===== config.mk =====
export PLATFORM = sky130hd
export DESIGN_NAME = signed_int_to_decimal_ascii
export DESIGN_NICKNAME = d
export VERILOG_FILES = /design/src/hw/rtl/sitda_pkg.sv /design/src/hw/rtl/sitda_front.sv /design/src/hw/rtl/sitda_queue.sv /design/src/hw/rtl/sitda_back.sv /design/src/hw/rtl/signed_int_to_decimal_ascii.sv
export SDC_FILE = /design/constraint.sdc
export NUM_CORES = 1
export LEC_CHECK = 0
export ABC_AREA = 1
export BUFFER_PORTS_ARGS = -buffer_cell sky130_fd_sc_hd__buf_2
export CORE_ASPECT_RATIO = 0.8
export CORE_MARGIN = 2
export CORE_UTILIZATION = 55
export DETAILED_ROUTE_END_ITERATION = 8
export MAX_ROUTING_LAYER = met4
export PLACE_DENSITY = 0.71
export SLEW_MARGIN = 20
export SYNTH_ARGS = -nofsm -noshare
export SYNTH_HDL_FRONTEND = slang
export SYNTH_SLANG_ARGS = --single-unit

===== constraint.sdc =====
create_clock -name clk -period 3.6 [get_ports clk]
set_clock_uncertainty 0.15 [all_clocks]
set_input_delay 0.18 -clock clk [delete_from_list [all_inputs] [get_ports clk]]
set_output_delay 0.18 -clock clk [all_outputs]
set_load 0.01 [all_outputs]

===== src/hw/rtl/sitda_pkg.sv =====
// Shared types and constants for the signed integer to decimal ASCII converter.
`timescale 1ns / 1ps

package sitda_pkg;

    localparam int DATA_W      = 32;
    localparam int NUM_DIGITS  = 10;
    localparam int BCD_W       = 4 * NUM_DIGITS;
    localparam int DIGIT_IDX_W = 4;
    localparam int STEP_W      = 5;
    localparam int CHAR_W      = 6;
    localparam int TDATA_IN_W  = 32;
    localparam int TDATA_OUT_W = 8;
    localparam int QUEUE_DEPTH_DEFAULT = 2;

    localparam logic [STEP_W-1:0] LAST_STEP  = STEP_W'(DATA_W - 1);
    localparam logic [CHAR_W-1:0] CHAR_ZERO  = 6'd48;
    localparam logic [CHAR_W-1:0] CHAR_MINUS = 6'd45;

    // Classified item: sign flag and unsigned magnitude
    typedef struct packed {
        logic              neg;
        logic [DATA_W-1:0] mag;
    } item_t;

endpackage


===== src/hw/rtl/sitda_front.sv =====
// Front end: accepts input transactions, splits sign and magnitude, feeds the queue.
`timescale 1ns / 1ps

module sitda_front import sitda_pkg::*;
(
    input  logic                  clk,
    input  logic                  rst_n,
    input  logic                  s_axis_tvalid,
    output logic                  s_axis_tready,
    input  logic [TDATA_IN_W-1:0] s_axis_tdata,
    output logic                  push,
    input  logic                  full,
    output item_t                 push_data
);

    logic  valid_reg;
    item_t item_reg;
    logic  accept;

    assign push          = valid_reg && !full;
    assign s_axis_tready = !valid_reg || !full;
    assign accept        = s_axis_tvalid && s_axis_tready;
    assign push_data     = item_reg;

    always_ff @(posedge clk or negedge rst_n)
    begin
        if (!rst_n)
        begin
            valid_reg <= 1'b0;
        end
        else if (accept)
        begin
            valid_reg <= 1'b1;
        end
        else if (push)
        begin
            valid_reg <= 1'b0;
        end
    end

    // Two's complement negate; the most negative value maps onto itself as unsigned
    always_ff @(posedge clk)
    begin
        if (accept)
        begin
            item_reg.neg <= s_axis_tdata[DATA_W-1];
            item_reg.mag <= s_axis_tdata[DATA_W-1] ? (DATA_W'(0) - s_axis_tdata[DATA_W-1:0])
                                                   : s_axis_tdata[DATA_W-1:0];
        end
    end

endmodule


===== src/hw/rtl/sitda_queue.sv =====
// Short queue of classified items between front end and converter.
`timescale 1ns / 1ps

module sitda_queue import sitda_pkg::*;
#(
    parameter int DEPTH = QUEUE_DEPTH_DEFAULT
)
(
    input  logic  clk,
    input  logic  rst_n,
    input  logic  push,
    input  item_t push_data,
    output logic  full,
    input  logic  pop,
    output item_t pop_data,
    output logic  empty
);

    localparam int PTR_W = (DEPTH > 1) ? $clog2(DEPTH) : 1;
    localparam int CNT_W = $clog2(DEPTH + 1);
    localparam logic [PTR_W-1:0] PTR_LAST = PTR_W'(DEPTH - 1);
    localparam logic [CNT_W-1:0] CNT_FULL = CNT_W'(DEPTH);

    item_t             slot_reg [DEPTH];
    logic [PTR_W-1:0]  wr_ptr_reg;
    logic [PTR_W-1:0]  rd_ptr_reg;
    logic [CNT_W-1:0]  count_reg;

    assign full     = (count_reg == CNT_FULL);
    assign empty    = (count_reg == '0);
    assign pop_data = slot_reg[rd_ptr_reg];

    always_ff @(posedge clk or negedge rst_n)
    begin
        if (!rst_n)
        begin
            wr_ptr_reg <= '0;
            rd_ptr_reg <= '0;
            count_reg  <= '0;
        end
        else
        begin
            if (push)
            begin
                wr_ptr_reg <= (wr_ptr_reg == PTR_LAST) ? '0 : wr_ptr_reg + 1'b1;
            end
            if (pop)
            begin
                rd_ptr_reg <= (rd_ptr_reg == PTR_LAST) ? '0 : rd_ptr_reg + 1'b1;
            end
            if (push && !pop)
            begin
                count_reg <= count_reg + 1'b1;
            end
            else if (pop && !push)
            begin
                count_reg <= count_reg - 1'b1;
            end
        end
    end

    always_ff @(posedge clk)
    begin
        if (push)
        begin
            slot_reg[wr_ptr_reg] <= push_data;
        end
    end

endmodule


===== src/hw/rtl/sitda_back.sv =====
// Back end: shift-add-3 binary to BCD conversion, then character emission.
`timescale 1ns / 1ps

module sitda_back import sitda_pkg::*;
(
    input  logic                   clk,
    input  logic                   rst_n,
    input  logic                   empty,
    output logic                   pop,
    input  item_t                  pop_data,
    output logic                   m_axis_tvalid,
    input  logic                   m_axis_tready,
    output logic [TDATA_OUT_W-1:0] m_axis_tdata,
    output logic                   m_axis_tlast
);

    typedef enum logic [1:0] {ST_IDLE, ST_CONV, ST_EMIT} state_t;

    state_t                 state_reg;
    logic [DATA_W-1:0]      bin_reg;
    logic [BCD_W-1:0]       bcd_reg;
    logic [STEP_W-1:0]      step_reg;
    logic                   sign_pend_reg;
    logic [DIGIT_IDX_W-1:0] idx_reg;
    logic                   out_valid_reg;
    logic [CHAR_W-1:0]      out_char_reg;
    logic                   out_last_reg;

    logic [BCD_W-1:0]       bcd_adj;
    logic [BCD_W-1:0]       bcd_step;
    logic [DIGIT_IDX_W-1:0] top_idx;
    logic [3:0]             cur_digit;
    logic                   load_ok;

    assign pop           = (state_reg == ST_IDLE) && !empty;
    assign load_ok       = !out_valid_reg || m_axis_tready;
    assign m_axis_tvalid = out_valid_reg;
    assign m_axis_tdata  = {{(TDATA_OUT_W-CHAR_W){1'b0}}, out_char_reg};
    assign m_axis_tlast  = out_last_reg;
    assign cur_digit     = bcd_reg[idx_reg*4 +: 4];

    // One double-dabble step: add 3 to each digit of 5 or more, then shift in a bit
    always_comb
    begin
        for (int i = 0; i < NUM_DIGITS; i++)
        begin
            bcd_adj[i*4 +: 4] = (bcd_reg[i*4 +: 4] >= 4'd5) ? bcd_reg[i*4 +: 4] + 4'd3
                                                            : bcd_reg[i*4 +: 4];
        end
        bcd_step = {bcd_adj[BCD_W-2:0], bin_reg[DATA_W-1]};
    end

    // Highest nonzero digit of the finished BCD word; zero keeps index 0
    always_comb
    begin
        top_idx = '0;
        for (int i = 0; i < NUM_DIGITS; i++)
        begin
            if (bcd_step[i*4 +: 4] != 4'd0)
            begin
                top_idx = DIGIT_IDX_W'(i);
            end
        end
    end

    always_ff @(posedge clk or negedge rst_n)
    begin
        if (!rst_n)
        begin
            state_reg     <= ST_IDLE;
            bin_reg       <= '0;
            bcd_reg       <= '0;
            step_reg      <= '0;
            sign_pend_reg <= 1'b0;
            idx_reg       <= '0;
            out_valid_reg <= 1'b0;
            out_char_reg  <= '0;
            out_last_reg  <= 1'b0;
        end
        else
        begin
            // While emitting, a taken character is always replaced by the next one
            if (out_valid_reg && m_axis_tready && (state_reg != ST_EMIT))
            begin
                out_valid_reg <= 1'b0;
            end

            unique case (state_reg)
                ST_IDLE:
                begin
                    if (!empty)
                    begin
                        bin_reg       <= pop_data.mag;
                        sign_pend_reg <= pop_data.neg;
                        bcd_reg       <= '0;
                        step_reg      <= '0;
                        state_reg     <= ST_CONV;
                    end
                end
                ST_CONV:
                begin
                    bcd_reg  <= bcd_step;
                    bin_reg  <= {bin_reg[DATA_W-2:0], 1'b0};
                    step_reg <= step_reg + 1'b1;
                    if (step_reg == LAST_STEP)
                    begin
                        idx_reg   <= top_idx;
                        state_reg <= ST_EMIT;
                    end
                end
                ST_EMIT:
                begin
                    if (load_ok)
                    begin
                        out_valid_reg <= 1'b1;
                        if (sign_pend_reg)
                        begin
                            out_char_reg  <= CHAR_MINUS;
                            out_last_reg  <= 1'b0;
                            sign_pend_reg <= 1'b0;
                        end
                        else
                        begin
                            out_char_reg <= CHAR_ZERO + {2'b00, cur_digit};
                            out_last_reg <= (idx_reg == '0);
                            if (idx_reg == '0)
                            begin
                                state_reg <= ST_IDLE;
                            end
                            else
                            begin
                                idx_reg <= idx_reg - 1'b1;
                            end
                        end
                    end
                end
                default:
                begin
                    state_reg <= ST_IDLE;
                end
            endcase
        end
    end

endmodule


===== src/hw/rtl/signed_int_to_decimal_ascii.sv =====
// Top level: signed 32-bit integer to decimal ASCII character stream.
//
//  Channel  | Dir | Signals                         | Contents
//  ---------+-----+---------------------------------+-------------------------------------
//  s_axis   | in  | tvalid, tready, tdata[31:0]     | value (signed, two's complement)
//  m_axis   | out | tvalid, tready, tdata[7:0], tlast| character [5:0], zero pad; tlast=last
//
// Each input transaction is taken from the queue, run through the shift-add-3 loop
// over all 32 magnitude bits, then emitted character by character ('-' plus 1..10
// digits) through the output register.
// The front register and a QUEUE_DEPTH-entry queue hold further inputs while
// the converter works, so s_axis stalls only once both are full.
// m_axis back-pressure holds the output register and pauses emission.
// rst_n is asynchronous and active low; it clears all handshake and sequencer state.
`timescale 1ns / 1ps

module signed_int_to_decimal_ascii import sitda_pkg::*;
#(
    parameter int QUEUE_DEPTH = QUEUE_DEPTH_DEFAULT
)
(
    input  logic                   clk,
    input  logic                   rst_n,
    // Input transaction
    input  logic                   s_axis_tvalid,
    output logic                   s_axis_tready,
    input  logic [TDATA_IN_W-1:0]  s_axis_tdata,   // [31:0] value
    // Output transaction, one character each
    output logic                   m_axis_tvalid,
    input  logic                   m_axis_tready,
    output logic [TDATA_OUT_W-1:0] m_axis_tdata,   // [5:0] character, [7:6] zero
    output logic                   m_axis_tlast    // last character of the number
);

    // Front end to queue
    logic  q_push;
    logic  q_full;
    item_t q_push_data;

    // Queue to converter
    logic  q_pop;
    logic  q_empty;
    item_t q_pop_data;

    // Registers the input and forms sign and magnitude
    sitda_front u_front
    (
        .clk           (clk),
        .rst_n         (rst_n),
        .s_axis_tvalid (s_axis_tvalid),
        .s_axis_tready (s_axis_tready),
        .s_axis_tdata  (s_axis_tdata),
        .push          (q_push),
        .full          (q_full),
        .push_data     (q_push_data)
    );

    // Decouples input acceptance from the long conversion
    sitda_queue #(
        .DEPTH (QUEUE_DEPTH)
    ) u_queue
    (
        .clk       (clk),
        .rst_n     (rst_n),
        .push      (q_push),
        .push_data (q_push_data),
        .full      (q_full),
        .pop       (q_pop),
        .pop_data  (q_pop_data),
        .empty     (q_empty)
    );

    // BCD conversion and character sequencer with output register
    sitda_back u_back
    (
        .clk           (clk),
        .rst_n         (rst_n),
        .empty         (q_empty),
        .pop           (q_pop),
        .pop_data      (q_pop_data),
        .m_axis_tvalid (m_axis_tvalid),
        .m_axis_tready (m_axis_tready),
        .m_axis_tdata  (m_axis_tdata),
        .m_axis_tlast  (m_axis_tlast)
    );

endmodule

==> results of run 1 <==
power by group through the flow:
stage | Sequential, mW | Clock [mW] | Combinational [mW]
detailed placement | 3.63 | 0 | 3.62
CTS | 3.60 | 1.86 | 3.66
floorplan | 3.50 | 0 | 2.79
global route | 3.69 | 1.96 | 4.17
global placement | 3.61 | 0 | 3.55
finish | 3.60 | 1.83 | 3.67
cells in the final DEF (no fill, tap or decap), types with 3 or more instances in the layout:
| cell type | count |
|---|---|
| o22ai_1 | 32 |
| nor3_2 | 3 |
| clkbuf_1 | 4 |
| nor2_2 | 4 |
| ha_1 | 27 |
| a21oi_1 | 91 |
| a31oi_1 | 3 |
| clkinv_4 | 3 |
| inv_2 | 27 |
| dfrtp_1 | 97 |
| buf_2 | 43 |
| edfxtp_1 | 99 |
| o211ai_1 | 5 |
| xnor2_1 | 10 |
| clkbuf_16 | 17 |
| inv_6 | 3 |
| nand2_1 | 223 |
| nor3_1 | 8 |
| xor2_1 | 26 |
| inv_1 | 81 |
| clkinv_1 | 3 |
| buf_4 | 11 |
| nand4_1 | 10 |
| nor2_1 | 51 |
| a22o_1 | 3 |
| nand3_1 | 45 |
| dlygate4sd3_1 | 29 |
| or2_2 | 3 |
| o21ai_0 | 47 |
| nand2_2 | 5 |
| o21ai_1 | 54 |
layout make-up:
type,instances,area [um^2]
clock buffers,21,440
multi-input cells,675,3590
inverters,110,413
flip-flops and latches,196,5400
fillers,1351,6320
well taps,225,282
clock inverters,11,126
repair buffers,83,588
layer usage:
| layer | vias up | wire length [um] | track usage |
|---|---|---|---|
| met4 | 0 | 168 | 0.0537 |
| met3 | 19 | 920 | 0.0464 |
| met1 | 3367 | 9730 | 0.339 |
| met2 | 193 | 9010 | 0.340 |
| met5 | - | 0 | - |
| li1 | 3580 | - | - |
critical path, stage by stage, from the launching register on:
cell	delay [ps]
dfrtp_1	740
inv_2	310
ha_1	310
nand3_1	130
nor2_1	60
nor4_2	330
inv_1	160
nor2_1	110
a22oi_1	70
logic make-up after synthesis:
logic type,Yosys count,synth area share
XOR/XNOR,36,0.0330
adder cells (fa/ha/maj),28,0.0366
AO/OA/AOI/OAI,248,0.142
other,1,0.000392
AND/OR/NAND/NOR,361,0.162
buffers and inverters,149,0.0607
flip-flops,196,0.565
worst max path at each step:
stage / slack [ps] / end / depth (start not counted) / from
2_1_floorplan: 990 / u_queue.slot_reg[1][0] / 3 / u_queue.count_reg[1]
3_3_place_gp: 1230 / u_back.idx_reg[1] / 8 / u_back.idx_reg[0]
3_5_place_dp: 1130 / u_back.idx_reg[2] / 8 / u_back.idx_reg[0]
4_1_cts: 1110 / u_back.idx_reg[1] / 8 / u_back.idx_reg[0]
5_1_grt: 790 / u_back.idx_reg[0] / 8 / u_back.idx_reg[0]
6_report: 1080 / u_back.idx_reg[1] / 8 / u_back.idx_reg[0]
stage by stage:
step                cell area [um^2]  utilization  power, mW
finish                         10800        0.632       9.10
CTS                            10800        0.632       9.11
detailed placement              9980        0.582       7.25
global route                   10800        0.632       9.82
floorplan                       9560            -       6.30
global placement                9980        0.582       7.16
==> impl.org, run 1 <==
** Clock network
- Num CTS Buffers :: 17
- H-Tree Depth :: 4
- Number of buffers between clock root and the deepest sink :: 2
- Skew-Pair Late Insertion Delay :: 430 ps
- The number of setup buffers added after CTS is 0.
- For this design, the CTS-stage hold fixing added 29 buffers.
- Clk slew on worst S/H paths :: 70 ps
- TritonCTS built the clock tree.
- Gates resized, CTS repair :: 0
- Root buf cell :: clkbuf_16
- For this design, the sink count on the clock tree is 196.

** Power and ir drop
- Internal cell power :: around 5.4 mW
- Leakage power :: 4.62 nW
- Of the total power, the share spent switching nets is 0.406.
- Of the total power, combinational logic draws 0.403.
- Clk pwr share :: 0.201
- IR analysis of the VDD net gives a maximum drop of 0.339 mV.
- In this run the power density over the cells is 840 nW/um^2.
- The share of total power dissipated in sequential elements is 0.396.
- Summed over all nets, the switching power comes to 3.70 mW.

** Floorplan
- 47 I/O pins were placed.
- Measured along the y axis, the die boundary spans 122 um.
- The floorplan step defined a die boundary enclosing between 15000 and 20000 um^2.
- Std-Cell Rows :: 43
- The floorplan step defined a core boundary enclosing 17200 um^2.
- For this configuration, the core starts out at a cell density of 0.557.
- Overall die width :: approximately 150 um

** Timing
- Setup repair after global routing missed its margin :: false
- Final hold analysis gives a worst-case slack of 18.6 ps.
- In this run the tightest slew margin relative to its limit is 0.384.
- The number of pins with negative max-slew slack in the final report came to 0.
- Setup violations remaining at the end of the flow were counted as 0.
- Share of the clock period used by the worst path :: 0.700
- Minimum period implied by the final worst setup slack :: around 2500 ps
- Static timing analysis puts the maximum clock frequency at between 0.3 and 0.4 GHz.
- The final hold violation count is 0.
- Once routing completed, OpenROAD measured the worst setup slack at 1080 ps.
- Worst-margin pin slew :: roughly 900 ps
- For the final routed database, the setup TNS stands at 0 ps.

** Worst hold path
- The worst hold path terminates at u_front.push_data[7].
- Min-delay src :: s_axis_tdata[7]
- Min-Delay Path Class :: input pin to flip-flop
- The worst hold path was traced through 3 stages.

** Setup path
- Data arrives at the worst endpoint at 2670 ps.
- The worst setup path is captured at a flip-flop.
- In this run the critical register-to-register path is launched from u_back.idx_reg[0].
- Critical register-to-register path endpoint :: u_back.idx_reg[1]
- At the worst endpoint, the required time is 3750 ps.
- Critical setup path kind :: flip-flop to flip-flop
- In this run the worst path has a maximum fanout of 24.
- The worst setup path is launched from a flip-flop.
- The setup check on the worst reg-to-reg path leaves a slack of 1080 ps.
- Worst-case reg-to-reg path depth :: 8

** Final layout
- The register with the most flip-flops in the layout has 66 of them.
- Number of antenna cells inserted :: 0
- In the final layout, the share of cells above drive strength 1 is 0.121.
- After the last flow step, the layout net total stands at 1147.
- Post-layout instance count excluding filler cells :: roughly 1300
- Area Growth Syn to Fin :: 13.4%

** Place
- Input and output buffers added on the ports amount to 44.
- Timing analysis after detailed placement gives a worst setup slack of 1130 ps.
- Routability-driven placement finished with a final weighted congestion of 0.850.
- Cells after DPL :: ~1300
- Half-perimeter wire length after detailed placement :: 13000 um

** Logic synthesis
- Synthesis warning total :: 0
- Portion of synthesized cell area occupied by the leading cell type :: 0.311
- In the synthesized netlist the dominant register cell turns out to be edfxtp_1.
- Top cells by area in the synthesized netlist :: edfxtp_1 (31%), dfrtp_1 (25%), nand2_1 (8.8%), a21oi_1 (4.8%), ha_1 (3.7%)
- The synthesized netlist contains 47 unique library cells.
- Register bit count reported by yosys :: 196
- The synthesized design contains 99 enable-type register cells.
- After synthesis the cells add up to 9560 um^2.
- Counting instances in the post-synthesis netlist gives the leading cell types as nand2_1 (223), edfxtp_1 (99), dfrtp_1 (97).
- Synthesis handed over a netlist of 1019 instances.
- Yosys instantiated no cell more often than nand2_1.
- Top cell type by total area after synthesis :: edfxtp_1
- Of all flip-flops after synthesis, the portion carrying an async set or reset was 0.495.
- For this run, the register share of the synthesized area comes to 0.565.
- A synthesized cell averages 9.38 um^2.

** Global routing
- Overflow after GRT :: 0
- Entering global routing, the biggest net connects 72 pins.
- First-pass GRT wire length :: 32400 um
- Combined global-route utilization of all metal layers :: 0.232
- Antenna violations before repair :: 0
- The number of global-route vias before repair was 6568.

** Detailed routing
- Starting DRC count in detailed routing :: 480
- Pre-antenna DRT Iters :: 5
- In the final routed layout, each cell accounts on average for 15.0 um.
- WL final :: 19800 um
- Number of design rule violations left after detail routing :: 0
- Dividing the detail-routed via count by the number of cells gives 5.42.
- Total via count in the routed design :: ~7200
- The detail route stage leaves a number of antenna-violating nets equal to 0.

** Outcome
- Run status :: finished, final reports clean

** Job
- Max-cap check violation count :: 0
No activity file was read; power rests on OpenSTA's default activity.
==> inputs of run 2 (changes only) <==
--- a/config.mk
+++ b/config.mk
@@ -12,7 +12,7 @@
 export CORE_UTILIZATION = 55
 export DETAILED_ROUTE_END_ITERATION = 8
 export MAX_ROUTING_LAYER = met4
-export PLACE_DENSITY = 0.71
+export PLACE_DENSITY = 0.74
 export SLEW_MARGIN = 20
 export SYNTH_ARGS = -nofsm -noshare
 export SYNTH_HDL_FRONTEND = slang
==> constraint.sdc (replaced) <==
create_clock -name clk -period 2.2 [get_ports clk]
set_clock_uncertainty 0.15 [all_clocks]
set_input_delay 0.11 -clock clk [delete_from_list [all_inputs] [get_ports clk]]
set_output_delay 0.11 -clock clk [all_outputs]
set_load 0.01 [all_outputs]
==> run 2 against run 1 <==
Sequential power rose by 62%. Critical path depth rose by 4. Sequential cell count did not move. Clock-buffer cell count fell by 4. Global-route usage rose by 0.16 points. Maximum frequency rose by 20%. Clock power rose by 73%. Largest cell class unchanged.
==> impl.org, run 2 (same netlist as run 1, synthesis figures left out) <==
** Place
- Global placement routability congestion :: 0.871 (+2.4%)
- The total half-perimeter wirelength after legalization and detailed placement was 12800 um (-1.3%).
- The total cell area at the placement stage was 10200 um^2 (+1.9%).
- The quantity of I/O buffers inserted on ports is 44 (unchanged).

** Timing
- Minimum period implied by the final worst setup slack :: 2100 ps (-423 ps)
- The final hold violation count is 0 (unchanged).
- The measured slew at the worst slew-check pin is 645 ps (-279 ps).
- The worst slew margin relative to its limit is 0.570 (+0.186).
- The final count of negative-setup-slack endpoints came to 0 (unchanged).
- Share of the clock period used by the worst path :: 0.954 (+0.253)
- Setup repair after global routing missed its margin :: true
- The fmax came to 0.477 GHz (+20%).
- Final Max Slew Viols :: 0 (unchanged)

** Setup path
- Worst-case reg-to-reg path depth :: 12 (+4)
- Critical setup path kind :: flip-flop to flip-flop
- Highest net fanout along the worst path :: 3 (-88%)
- In this run the critical register-to-register path is launched from u_back.bcd_reg[16].
- Crit. End Element :: flip-flop
- The endpoint arrival time on the critical path is 2310 ps (-360 ps).
- The reg-to-reg setup timing slack came to 100 ps (-980 ps).
- Kind of start point of the critical path :: flip-flop
- Critical register-to-register path endpoint :: u_back.idx_reg[1]
- The worst endpoint required time came to 2410 ps (-1340 ps).

** Floorplan
- Std-Cell Rows :: 43 (unchanged)
- Overall die width :: 151 um (unchanged)
- The starting utilization of the core area is 0.557 (unchanged).
- Core region area :: 17200 um^2 (unchanged)
- The die area is 18500 um^2 (unchanged).
- The I/O pin count came to 47 (unchanged).
- The vertical extent of the die came to 122 um (unchanged).

** Outcome
- The flow ran to the end, and the final reports show no timing, DRC or antenna violations.

** Detailed routing
- The number of DRC violations after detailed-routing iteration 0 was 597 (+24%).
- Total via count in the routed design :: 7360 (+2.8%)
- The ratio of routed vias to standard cells came to 5.45 (+0.60%).
- WL final :: 20200 um (+2.0%)
- Pre-antenna DRT Iters :: 5 (unchanged)
- The average wire length per cell after detail routing is 15.0 um (-0.19%).
- The remaining antenna violation count after routing came to 0 (unchanged).
- The residual DRC count was 0 (unchanged).

** Final layout
- Area Growth Syn to Fin :: 18.0%
- FF+latch area :: 5400 um^2 (unchanged)
- Commonest non-fill, non-tap cells in the layout :: nand2_1 (219), edfxtp_1 (99), dfrtp_1 (97)
- Leading cell type in the layout, fill and taps excluded :: nand2_1
- The diode insertion count for antenna repair came to 0 (unchanged).
- The total area of multi-input combinational cells came to 3690 um^2 (+2.7%).
- Design area :: 11300 um^2 (+4.1%)
- Count of fill cells added during filler insertion :: 1286 (-4.8%)
- The number of nets in the layout is 1176 (+2.5%).
- Number of flip-flops under the largest register name :: 66 (unchanged)
- The fraction of layout cells with a size suffix above 1 came to 0.170 (+0.0484).

** Global routing
- The global-route wire length before repair was 32700 um (+1.0%).
- The number of antenna violations at the first check in global routing came to 0 (unchanged).
- Number of global-route vias before repair :: 6785 (+3.3%)
- Overflow after GRT :: 0 (unchanged)
- Combined global-route utilization of all metal layers :: 0.234 (+0.00163)
- Largest net degree at the start of global routing :: 64 (-11%)

** Job
- Max-cap check violation count :: 0 (unchanged)

** Power and ir drop
- Total power draw :: 15.6 mW (+71%)
- The maximum vdd ir drop is 0.690 mV (+100%).
- Areal power density over the cells :: 1380 nW/um^2 (+65%)
- The leakage power summed over all cells came to 4.85 nW (+4.9%).

** Clock network
- The root buffer cell chosen for the clock tree is clkbuf_16.
- Number of buffers between clock root and the deepest sink :: 2 (unchanged)
- Number of clock sinks :: 196 (unchanged)
- TritonCTS built the clock tree.
- The level count of the clock H-tree was 4 (unchanged).
- Num CTS Buffers :: 17 (unchanged)
- The clock-pin slew of the registers on the worst-case setup and hold paths was 80 ps (about the same).
- Skew-Pair Late Insertion Delay :: 440 ps (about the same)

** Worst hold path
- Min-Delay Path Class :: input pin to async pin
## run 2: cell count changes in the layout (fill, tap and decap cells not counted), sizes merged
cell and change:
clkbuf -4, dlygate4sd3 +6, clkinv -2, bufinv -1
clkinvlp +1, inv +6, buf +23
## run 2: layout make-up
cell class / instances / area share
flip-flops and latches: 196 / 0.479
multi-input cells: 675 / 0.327
repair buffers: 112 / 0.0794
clock buffers: 17 / 0.0377
inverters: 110 / 0.0366
well taps: 225 / 0.0250
clock inverters: 15 / 0.0161
## run 2: per-layer routing
| layer | vias up | part of all wire | track usage |
|---|---|---|---|
| li1 | 3638 | - | - |
| met1 | 3507 | 0.47 | 0.323 |
| met2 | 194 | 0.47 | 0.360 |
| met3 | 21 | 0.051 | 0.0453 |
| met4 | 0 | 0.012 | 0.0607 |
| met5 | - | 0 | - |
## run 2: worst max path at each step
stage / start / endpoint / slack, ps / cells past startpoint
floorplan: u_queue.count_reg[1] / u_queue.slot_reg[1][0] / 100 / 3
global placement: u_back.bcd_reg[8] / u_back.idx_reg[0] / 60 / 17
detailed placement: u_back.bcd_reg[8] / u_back.idx_reg[0] / 40 / 17
CTS: u_back.bcd_reg[8] / u_back.idx_reg[0] / 20 / 17
global route: u_back.state_reg[0] / u_queue.count_reg[1] / -50 / 9
finish: u_back.bcd_reg[16] / u_back.idx_reg[1] / 100 / 12
## run 2: where the power goes
| part | leakage, nW | switching (mW) | internal, mW |
|---|---|---|---|
| Combinational | 2.36 | 4.25 | 2.36 |
| Clock | 0.296 | 1.52 | 1.64 |
| Sequential | 2.19 | 0.635 | 5.20 |
## run 2: metrics by stage
| step | hold slack, ps | TNS [ps] | util | worst slack, ps | cells |
|---|---|---|---|---|---|
| finish | 68.3 | 0 | 0.657 | 102 | 1350 |
| floorplan | -336 | 0 | - | 103 | 1020 |
| CTS | 82.9 | 0 | 0.648 | 23.3 | 1342 |
| detailed placement | 22.2 | 0 | 0.593 | 40.3 | 1275 |
| global route | 129 | -115 | 0.657 | -46.2 | 1350 |
| global placement | 16.9 | 0 | 0.593 | 56.3 | 1275 |
## run 2: critical path, cell delays in order (launching register included)
cell,delay (ps)
dfrtp_1,400
buf_4,150
ha_1,200
nand2_1,90
nand3_2,130
o21ai_1,220
nand2_1,110
nor2_2,110
and2_1,150
nand2_1,60
nand2_1,50
nand2_1,50
a22oi_1,140
## run 2: repair_timing
item | in CTS | in global routing
resized for setup | 0 | 36
buffers inserted | 0 | 8
hold buffers | 35 | 0
endpoints found under the setup margin | 0 | 4
endpoints found under the hold margin | 90 | 0
==> inputs of run 3 (changes only) <==
--- a/config.mk
+++ b/config.mk
@@ -7,12 +7,14 @@
 export LEC_CHECK = 0
 export ABC_AREA = 1
 export BUFFER_PORTS_ARGS = -buffer_cell sky130_fd_sc_hd__buf_2
+export CELL_PAD_IN_SITES_DETAIL_PLACEMENT = 0
+export CELL_PAD_IN_SITES_GLOBAL_PLACEMENT = 2
 export CORE_ASPECT_RATIO = 0.8
 export CORE_MARGIN = 2
-export CORE_UTILIZATION = 55
+export CORE_UTILIZATION = 36
 export DETAILED_ROUTE_END_ITERATION = 8
 export MAX_ROUTING_LAYER = met4
-export PLACE_DENSITY = 0.74
+export PLACE_DENSITY = 0.75
 export SLEW_MARGIN = 20
 export SYNTH_ARGS = -nofsm -noshare
 export SYNTH_HDL_FRONTEND = slang
==> run 3 against run 2 <==
Clock power shrank 5%. Critical endpoint is now u_back.idx_reg[2]. Sequential cell count is the same. Maximum frequency grew 0.80%. Worst setup slack gained 17 ps. Highest routed layer unchanged. Global-route usage shrank 6.3 points. Power grew 0.92%. Wire length grew 9.9%. Non-clock buffer count grew 17. Final area grew 3.3%.
==> impl.org, run 3 (same netlist as run 1, synthesis figures left out) <==
** Setup path
- The endpoint arrival time on the critical path was 2280 ps (-30 ps).
- Kind of start point of the critical path :: flip-flop
- The worst endpoint required time is 2400 ps (about the same).
- STA classifies the critical path endpoint as a flip-flop.
- Highest net fanout along the worst path :: 3 (unchanged)
- The setup path with the least slack is of type flip-flop to flip-flop.

** Worst hold path
- The worst hold path belongs to the class input pin to async pin.

** Place
- Half-perimeter wire length after detailed placement :: 15000 um (+17%)
- The total cell area at the placement stage was 10400 um^2 (+2.7%).
- The final weighted congestion in routability-driven placement came to 0.782 (-10%).
- The quantity of I/O buffers inserted on ports is 44 (unchanged).
- Worst Setup Slack post-DPL :: 41.8 ps (+1.56 ps)

** Power and ir drop
- Internal cell power :: 9.30 mW (+1.1%)
- Clk pwr share :: 0.190 (-0.012)
- The power density relative to cell area is 1350 nW/um^2 (-2.3%).
- The maximum vdd ir drop was 1.38 mV (+100%).
- Sequential cell fraction of total power :: 0.368 (-0.006)
- Share of total power consumed by net switching :: 0.409 (-0.000852)
- The share of total power in combinational logic is 0.442 (+0.018).
- Leakage power :: 4.98 nW (+2.6%)
- Reported net switching power :: 6.45 mW (+0.71%)

** Detailed routing
- Average wire length per cell after detail routing :: 14.8 um (-1.0%)
- Routed via count divided by cell count :: 4.78 (-12%)
- Remaining number of nets flagged by the antenna check after routing :: 0 (unchanged)
- The residual DRC count is 0 (unchanged).
- Total via count in the routed design :: 7159 (-2.7%)
- The number of DRC violations after detailed-routing iteration 0 came to 419 (-30%).
- Pre-antenna DRT Iters :: 4 (-1)
- The final wirelength came to 22200 um (+9.9%).

** Timing
- The final hold violation count was 0 (unchanged).
- Timing-limited maximum frequency :: 0.480 GHz (+0.80%)
- Setup repair after global routing missed its margin :: true
- Final number of setup-violating endpoints :: 0 (unchanged)
- Slack of the critical path :: 119 ps (+16.7 ps)
- The period utilization came to 0.946 (-0.00758).
- Final Max Slew Viols :: 0 (unchanged)
- The time the final worst path needs with I/O delays and setup was 2080 ps (-16.7 ps).

** Floorplan
- The vertical extent of the die was 150 um (+23%).
- Boundary pin count :: 47 (unchanged)
- Overall die width :: 186 um (+23%)
- The standard cell core area is 26200 um^2 (+53%).
- Std-Cell Rows :: 53 (+23%)
- The starting utilization of the core area came to 0.365 (-0.192).
- Full die area :: 27900 um^2 (+51%)

** Clock network
- The buffer levels on the longest clock path is 2 (unchanged).
- H-Tree Depth :: 4 (unchanged)
- The clock-pin slew of the registers on the worst-case setup and hold paths was 80 ps (about the same).
- Number of clock sinks :: 196 (unchanged)
- Clock tree synthesis selected as its root buffer the cell clkbuf_16.
- Num CTS Buffers :: 17 (unchanged)
- Skew-Pair Late Insertion Delay :: 450 ps (about the same)
- TritonCTS built the clock tree.

** Global routing
- The number of antenna violations at the first check in global routing came to 0 (unchanged).
- The maximum number of pins on one net before global-route repair was 64 (unchanged).
- The global-route wire length before repair came to 35900 um (+9.6%).
- The overall overflow remaining after global route was 0 (unchanged).
- The number of global-route vias before repair was 6787 (+0.029%).
- The overall fraction of global-route tracks in use was 0.171 (-0.0630).

** Final layout
- The cell area after layout is 11700 um^2 (+3.3%).
- The diode insertion count for antenna repair came to 0 (unchanged).
- Number of flip-flops under the largest register name :: 66 (unchanged)
- Util after Layout :: 0.445 (-0.212)
- The area growth from synthesis to layout is 21.9%.
- The number of filler cells placed in the layout was 2566 (+100%).
- The library cell used most frequently in the layout, excluding fill and tap cells, is nand2_1.
- The number of nets in the layout was 1193 (+1.4%).
- The library cells used most frequently in the layout, excluding fill and tap cells, are nand2_1 (218), edfxtp_1 (99), dfrtp_1 (96).
- Share of post-route cells with drive strength above 1 :: 0.188 (+0.0185)
- The total area of multi-input combinational cells is 3740 um^2 (+1.4%).
- FF+latch area :: 5400 um^2 (about the same)

** Job
- The max-cap violation count was 0 (unchanged).

** Outcome
- The flow ran to the end, and the final reports show no timing, DRC or antenna violations.
## run 3: metrics by stage
stage | TNS (ps) | cells | power, mW | hold slack, ps
finish | 0 | 1499 | 15.7 | 5.12
CTS | 0 | 1483 | 15.7 | 12.5
global placement | 0 | 1415 | 12.6 | -46.3
detailed placement | 0 | 1415 | 12.6 | -41.6
floorplan | 0 | 1020 | 10.3 | -336
global route | -77.1 | 1499 | 17.1 | 51.5
## run 3: cell type report
class | count | area share
multi-input cells | 675 | 0.321
repair buffers | 129 | 0.0942
well taps | 357 | 0.0383
inverters | 110 | 0.0356
clock inverters | 10 | 0.00805
flip-flops and latches | 196 | 0.463
clock buffers | 22 | 0.0398
## run 3: timing repair
action | in CTS | in global routing
setup endpoints to repair | 0 | 11
gates resized for setup | 0 | 54
setup buffers | 0 | 20
hold endpoints to repair | 131 | 1
hold buffers | 36 | 1
## run 3: worst paths after layout
kind / depth (start not counted) / start / slack, ps / to
min in group clk: 5 / s_axis_tdata[19] / 50 / u_front.push_data[21]
min reg2reg: 0 / u_front.push_data[26] / 300 / u_queue.slot_reg[1][26]
max reg2reg: 10 / u_back.bcd_reg[36] / 120 / u_back.idx_reg[2]
min: 2 / rst_n / 5 / u_back.bcd_reg[38]
max: 10 / u_back.bcd_reg[36] / 120 / u_back.idx_reg[2]
max in group asynchronous: 3 / rst_n / 1150 / u_back.bcd_reg[16]
## run 3: critical path: stages, from the launching register on
cell and delay [ps]:
dfrtp_1 400, buf_4 140, ha_1 180, nand2_1 110, nand3_4 120, xor2_2 190, nand4_1 180, nor3_2 190
buf_4 140, nand2_1 50, a22oi_1 130
## run 3: metal layers
metal,vias to the layer above,GRT usage,part of all wire
met5,-,-,0
met4,0,0.0374,0.0083
met3,13,0.0312,0.031
met2,92,0.241,0.43
met1,3395,0.256,0.53
li1,3659,-,-
## run 3: power groups by stage
stage	logic [mW]	registers [mW]	clock network [mW]
after floorplan	4.58	5.73	0
after global placement	6.72	5.85	0
after detailed placement	6.72	5.86	0
after CTS	6.80	5.79	3.09
after global routing	7.96	5.93	3.21
final	6.95	5.79	3.00
